==> config.mk <==
export PLATFORM = sky130hd
export DESIGN_NAME = sssp_cfg
export DESIGN_NICKNAME = d
export VERILOG_FILES = /design/src/sv/sssp_pkg.sv /design/src/sv/sssp_cfg.sv
export SDC_FILE = /design/constraint.sdc
export NUM_CORES = 1
export LEC_CHECK = 0
export BUFFER_PORTS_ARGS = -buffer_cell sky130_fd_sc_hd__buf_2
export CELL_PAD_IN_SITES_DETAIL_PLACEMENT = 1
export CELL_PAD_IN_SITES_GLOBAL_PLACEMENT = 1
export CORE_MARGIN = 8
export CORE_UTILIZATION = 17
export DETAILED_ROUTE_END_ITERATION = 16
export PLACE_DENSITY = 0.84
export SKIP_CTS_REPAIR_TIMING = 1
export SLEW_MARGIN = 20
export SYNTH_ARGS = -nofsm -noshare
export SYNTH_HDL_FRONTEND = slang
export SYNTH_SLANG_ARGS = --single-unit
==> constraint.sdc <==
create_clock -name clk -period 1.7 [get_ports clk]
set_clock_uncertainty 0.2 [all_clocks]
set_input_delay 0.085 -clock clk [delete_from_list [all_inputs] [get_ports clk]]
set_output_delay 0.085 -clock clk [all_outputs]
set_load 0.05 [all_outputs]
==> src/sv/sssp_pkg.sv <==
// Shared types and constants for the single-source shortest path block.
package sssp_pkg;

    localparam int unsigned APB_DATA_W   = 32;
    localparam int unsigned APB_ADDR_W   = 3;
    localparam int unsigned VCOUNT_W     = 6;
    localparam int unsigned DIST_OUT_W   = 21;
    localparam int unsigned VTX_OUT_W    = 5;
    localparam int unsigned REJECT_W     = 9;
    localparam logic [REJECT_W-1:0] REJECT_MAX = 9'd511;

    // Register index of the vertex count register.
    localparam logic CFG_IDX_VERTEX_COUNT = 1'b0;

    typedef struct packed {
        logic        has_edge;
        logic [5:0]  from_vertex;
        logic [5:0]  to_vertex;
        logic [15:0] weight;
        logic        last_edge;
    } sssp_req_t;

    typedef struct packed {
        logic [VTX_OUT_W-1:0]  vertex;
        logic [DIST_OUT_W-1:0] distance;
        logic [VTX_OUT_W-1:0]  predecessor;
        logic                  has_predecessor;
        logic                  reachable;
        logic [REJECT_W-1:0]   dropped_edges;
        logic                  last_vertex;
    } sssp_res_t;

endpackage

==> src/sv/sssp_cfg.sv <==
// APB register slice holding the vertex count and its clamped working value.
module sssp_cfg
    import sssp_pkg::*;
#(
    parameter int MAX_VERTICES = 32,
    localparam int CW = $clog2(MAX_VERTICES + 1)
)
(
    input  logic                  clk,
    input  logic                  rst_n,
    input  logic                  psel,
    input  logic                  penable,
    input  logic                  pwrite,
    input  logic [APB_ADDR_W-1:0] paddr,
    input  logic [APB_DATA_W-1:0] pwdata,
    output logic [APB_DATA_W-1:0] prdata,
    output logic                  pready,
    output logic [CW-1:0]         n_eff
);

    logic [VCOUNT_W-1:0] vertex_count_reg;
    logic                reg_sel;

    assign reg_sel = (paddr[2] == CFG_IDX_VERTEX_COUNT);
    assign pready  = 1'b1;

    always_ff @(posedge clk or negedge rst_n)
    begin
        if (!rst_n)
        begin
            vertex_count_reg <= VCOUNT_W'(1);
        end
        else if (psel && penable && pwrite && reg_sel)
        begin
            vertex_count_reg <= pwdata[VCOUNT_W-1:0];
        end
    end

    always_comb
    begin
        prdata = '0;
        if (reg_sel)
        begin
            prdata = APB_DATA_W'(vertex_count_reg);
        end
    end

    // A count of zero behaves as one vertex; counts above the capacity clamp to it.
    always_comb
    begin
        if (vertex_count_reg == '0)
        begin
            n_eff = CW'(1);
        end
        else if (7'(vertex_count_reg) > 7'(MAX_VERTICES))
        begin
            n_eff = CW'(MAX_VERTICES);
        end
        else
        begin
            n_eff = CW'(vertex_count_reg);
        end
    end

endmodule
==> impl_metrics.xml <==
<?xml version="1.0" encoding="UTF-8"?>
<metrics>
  <group name="run_status">
    <metric name="outcome" unit="">finished, violations left</metric>
    <metric name="violations" unit="">hold timing, setup timing</metric>
  </group>
  <group name="power">
    <metric name="power.density_cell_area" unit="nW/µm²">1207</metric>
    <metric name="vdd_drop_max" unit="V">0.0001835</metric>
    <metric name="leakage" unit="nW">0.3885</metric>
  </group>
  <group name="clocking">
    <metric name="htreeDepth" unit="">1</metric>
    <metric name="tritoncts" unit="">yes</metric>
    <metric name="cts.root.buffer_cell" unit="">sky130_fd_sc_hd__clkbuf_4</metric>
    <metric name="clkSlewWorstSetupHoldPaths" unit="ns">0.05</metric>
    <metric name="clockBufferDepth" unit="">2</metric>
    <metric name="cts_inserted_buffers" unit="">3</metric>
    <metric name="clock-sinks" unit="">6</metric>
    <metric name="clock_insertion_delay_worst_skew" unit="ns">0.24</metric>
  </group>
  <group name="grt">
    <metric name="antenna_found_initial" unit="">0</metric>
    <metric name="first_global_vias" unit="">453</metric>
    <metric name="globalRouteOverflowTotal" unit="">0</metric>
    <metric name="grt_max_degree" unit="">9</metric>
    <metric name="grt_usage" unit="%">5.084</metric>
    <metric name="grt_pass1_wl" unit="µm">2104</metric>
  </group>
  <group name="finish">
    <metric name="layout-drive-gt1-share" unit="%">39.33</metric>
    <metric name="largest_reg_flops" unit="">6</metric>
    <metric name="num-nets-final" unit="">130</metric>
    <metric name="area_growth_syn_to_layout" unit="%">35.68</metric>
    <metric name="fin_cells" unit="">133</metric>
    <metric name="antenna_cells" unit="">0</metric>
  </group>
  <group name="logic_synthesis">
    <metric name="syn_area_per_cell" unit="µm²">9.518</metric>
    <metric name="synth.ff_latch_count" unit="">6</metric>
    <metric name="synth_edf_count" unit="">0</metric>
    <metric name="synth_warn" unit="">0</metric>
    <metric name="synth-main-ff-cell" unit="">sky130_fd_sc_hd__dfrtp_1</metric>
    <metric name="postSynth.asyncResetShare" unit="%">100.0</metric>
    <metric name="synth.cells.most_frequent" unit="">sky130_fd_sc_hd__buf_4, sky130_fd_sc_hd__nor2b_1, sky130_fd_sc_hd__dfrtp_1</metric>
    <metric name="synth.area.top_cells" unit="">sky130_fd_sc_hd__buf_4, sky130_fd_sc_hd__dfrtp_1, sky130_fd_sc_hd__nor2b_1</metric>
    <metric name="number_of_distinct_library_cells_after_synthesis" unit="">13</metric>
    <metric name="synth_seq_area_share" unit="%">28.40</metric>
    <metric name="post_synth_instance_area" unit="µm²">533.0</metric>
    <metric name="netlist_instances" unit="">56</metric>
    <metric name="netlist.area_leader.share" unit="%">38.03</metric>
    <metric name="yosysMostFrequentCell" unit="">sky130_fd_sc_hd__buf_4</metric>
    <metric name="synth_top_area_cell" unit="">sky130_fd_sc_hd__buf_4</metric>
  </group>
  <group name="floorplanning">
    <metric name="die_width" unit="µm">72.00</metric>
    <metric name="pin_count" unit="">79</metric>
    <metric name="core_area" unit="µm²">3028</metric>
    <metric name="die_area" unit="µm²">5183</metric>
    <metric name="placementRows" unit="">20</metric>
    <metric name="floorplan.initialDensity" unit="%">17.60</metric>
    <metric name="die_h" unit="µm">72.00</metric>
  </group>
  <group name="route">
    <metric name="first_iter_violations" unit="">6</metric>
    <metric name="via_per_inst" unit="">2.985</metric>
    <metric name="post-route-drc-count" unit="">0</metric>
    <metric name="ant_nets" unit="">0</metric>
    <metric name="routedWlPerCell" unit="µm">10.50</metric>
    <metric name="detail_route.wirelength" unit="µm">1396</metric>
    <metric name="first_pass_iters" unit="">2</metric>
    <metric name="routed-via-count" unit="">397</metric>
  </group>
  <group name="min_path">
    <metric name="holdCritPathClass" unit="">in -&gt; async</metric>
  </group>
  <group name="critical_path">
    <metric name="cp-start-kind" unit="">flop</metric>
    <metric name="crit-reg2reg-capture" unit="">vertex_count_reg[5]</metric>
    <metric name="category_of_the_critical_setup_timing_path" unit="">reg -&gt; out</metric>
    <metric name="endpoint_kind" unit="">output port</metric>
    <metric name="crit_required" unit="ns">1.41</metric>
    <metric name="timing.critical_path.fanout_max" unit="">2</metric>
    <metric name="timing.critical_path.arrival" unit="ns">1.47</metric>
    <metric name="slack_of_the_worst_reg_to_reg_path" unit="ns">0.57</metric>
    <metric name="r2r-start" unit="">vertex_count_reg[5]</metric>
    <metric name="ff2ff_path_depth" unit="">1</metric>
  </group>
  <group name="sta">
    <metric name="setup_slack" unit="ns">-0.05600</metric>
    <metric name="fin_crit" unit="ns">1.756</metric>
    <metric name="hold_ws" unit="ns">-0.007601</metric>
    <metric name="final-max-slew-violation-count" unit="">0</metric>
    <metric name="setup_repair_after_global_routing_missed_its_margin" unit="">true</metric>
    <metric name="clock.fmax" unit="GHz">0.5695</metric>
    <metric name="min_period_over_period" unit="%">103.3</metric>
    <metric name="setup-violations-final" unit="">1</metric>
    <metric name="final_hold_viol_count" unit="">3</metric>
  </group>
  <group name="placement">
    <metric name="hpwl" unit="µm">1236</metric>
    <metric name="dp_slack" unit="ns">0.07638</metric>
    <metric name="numPlacedInstances" unit="">121</metric>
    <metric name="gp_congestion" unit="">0.7596</metric>
    <metric name="portBuffers" unit="">23</metric>
  </group>
  <group name="run">
    <metric name="cap_viol_max_count" unit="">0</metric>
  </group>
</metrics>
## power by group
| part | total (W) | switching, W | internal, W |
|---|---|---|---|
| logic | 0.000518 | 0.000389 | 0.000129 |
| registers | 0.000212 | 0.0000338 | 0.000178 |
| clock network | 0.000142 | 0.0000533 | 0.0000890 |
## kinds of logic after synthesis
| kind of cell | synth area share [%] |
|---|---|
| and+or+nand+nor | 17.13 |
| other | 1.409 |
| buffers and inverters | 39.43 |
| DFF | 28.40 |
| AOI/OAI and AO/OA | 0.9381 |
| muxes | 12.68 |
## through the flow
stage                     total power [W]  TNS [ns]  area [µm²]  util (%)
after floorplan                 0.0006437         0       630.6         -
after global routing            0.0009226   -0.1084       723.2     23.88
after detailed placement        0.0006920         0       601.8     19.88
after global placement          0.0006829         0       601.8     19.88
after CTS                       0.0008375   -0.1857       628.1     20.74
final                           0.0008729  -0.05600       723.2     23.88
## final cells by class
class / instances / area [µm²]
Inverter: 1 / 3.754
Multi-Input combinational cell: 46 / 280.3
Fill cell: 383 / 2305
Tap cell: 44 / 55.05
Sequential cell: 6 / 151.4
Clock buffer: 4 / 26.28
Timing Repair Buffer: 32 / 206.4
## critical path: stages (launching register included)
cell and delay, ns:
sky130_fd_sc_hd__dfrtp_1 0.37, sky130_fd_sc_hd__or4_4 0.55, sky130_fd_sc_hd__a21oi_4 0.14, sky130_fd_sc_hd__buf_6 0.17
## worst max path at each step
stage	from	end	slack, ns	cells past startpoint
finish	vertex_count_reg[4]	n_eff[0]	-0.06	3
global route	vertex_count_reg[4]	n_eff[0]	-0.11	3
CTS	vertex_count_reg[2]	n_eff[0]	-0.19	3
detailed placement	vertex_count_reg[2]	n_eff[0]	0.08	3
global placement	vertex_count_reg[2]	n_eff[0]	0.08	3
floorplan	vertex_count_reg[4]	n_eff[0]	0.02	2
## layout by cell type, fill, tap and decap left out
master / instances
sky130_fd_sc_hd__inv_1: 1
sky130_fd_sc_hd__dlygate4sd3_1: 7
sky130_fd_sc_hd__nand4b_4: 1
sky130_fd_sc_hd__buf_6: 1
sky130_fd_sc_hd__nor2b_1: 9
sky130_fd_sc_hd__a21oi_4: 1
sky130_fd_sc_hd__nor2_1: 1
sky130_fd_sc_hd__dfrtp_1: 5
sky130_fd_sc_hd__mux2_2: 3
sky130_fd_sc_hd__buf_2: 22
sky130_fd_sc_hd__dfstp_2: 1
sky130_fd_sc_hd__buf_4: 2
sky130_fd_sc_hd__clkbuf_4: 3
sky130_fd_sc_hd__mux2_1: 3
sky130_fd_sc_hd__clkbuf_1: 1
sky130_fd_sc_hd__conb_1: 27
sky130_fd_sc_hd__or4_4: 1
## metal layers
metal	up-vias	routed length, µm	global-route usage (%)
li1	187	-	-
met1	177	498	4.143
met2	33	631	7.996
met3	0	266	5.647
met4	0	0	1.361
met5	-	0	0
(Power assumes the default switching activity.)
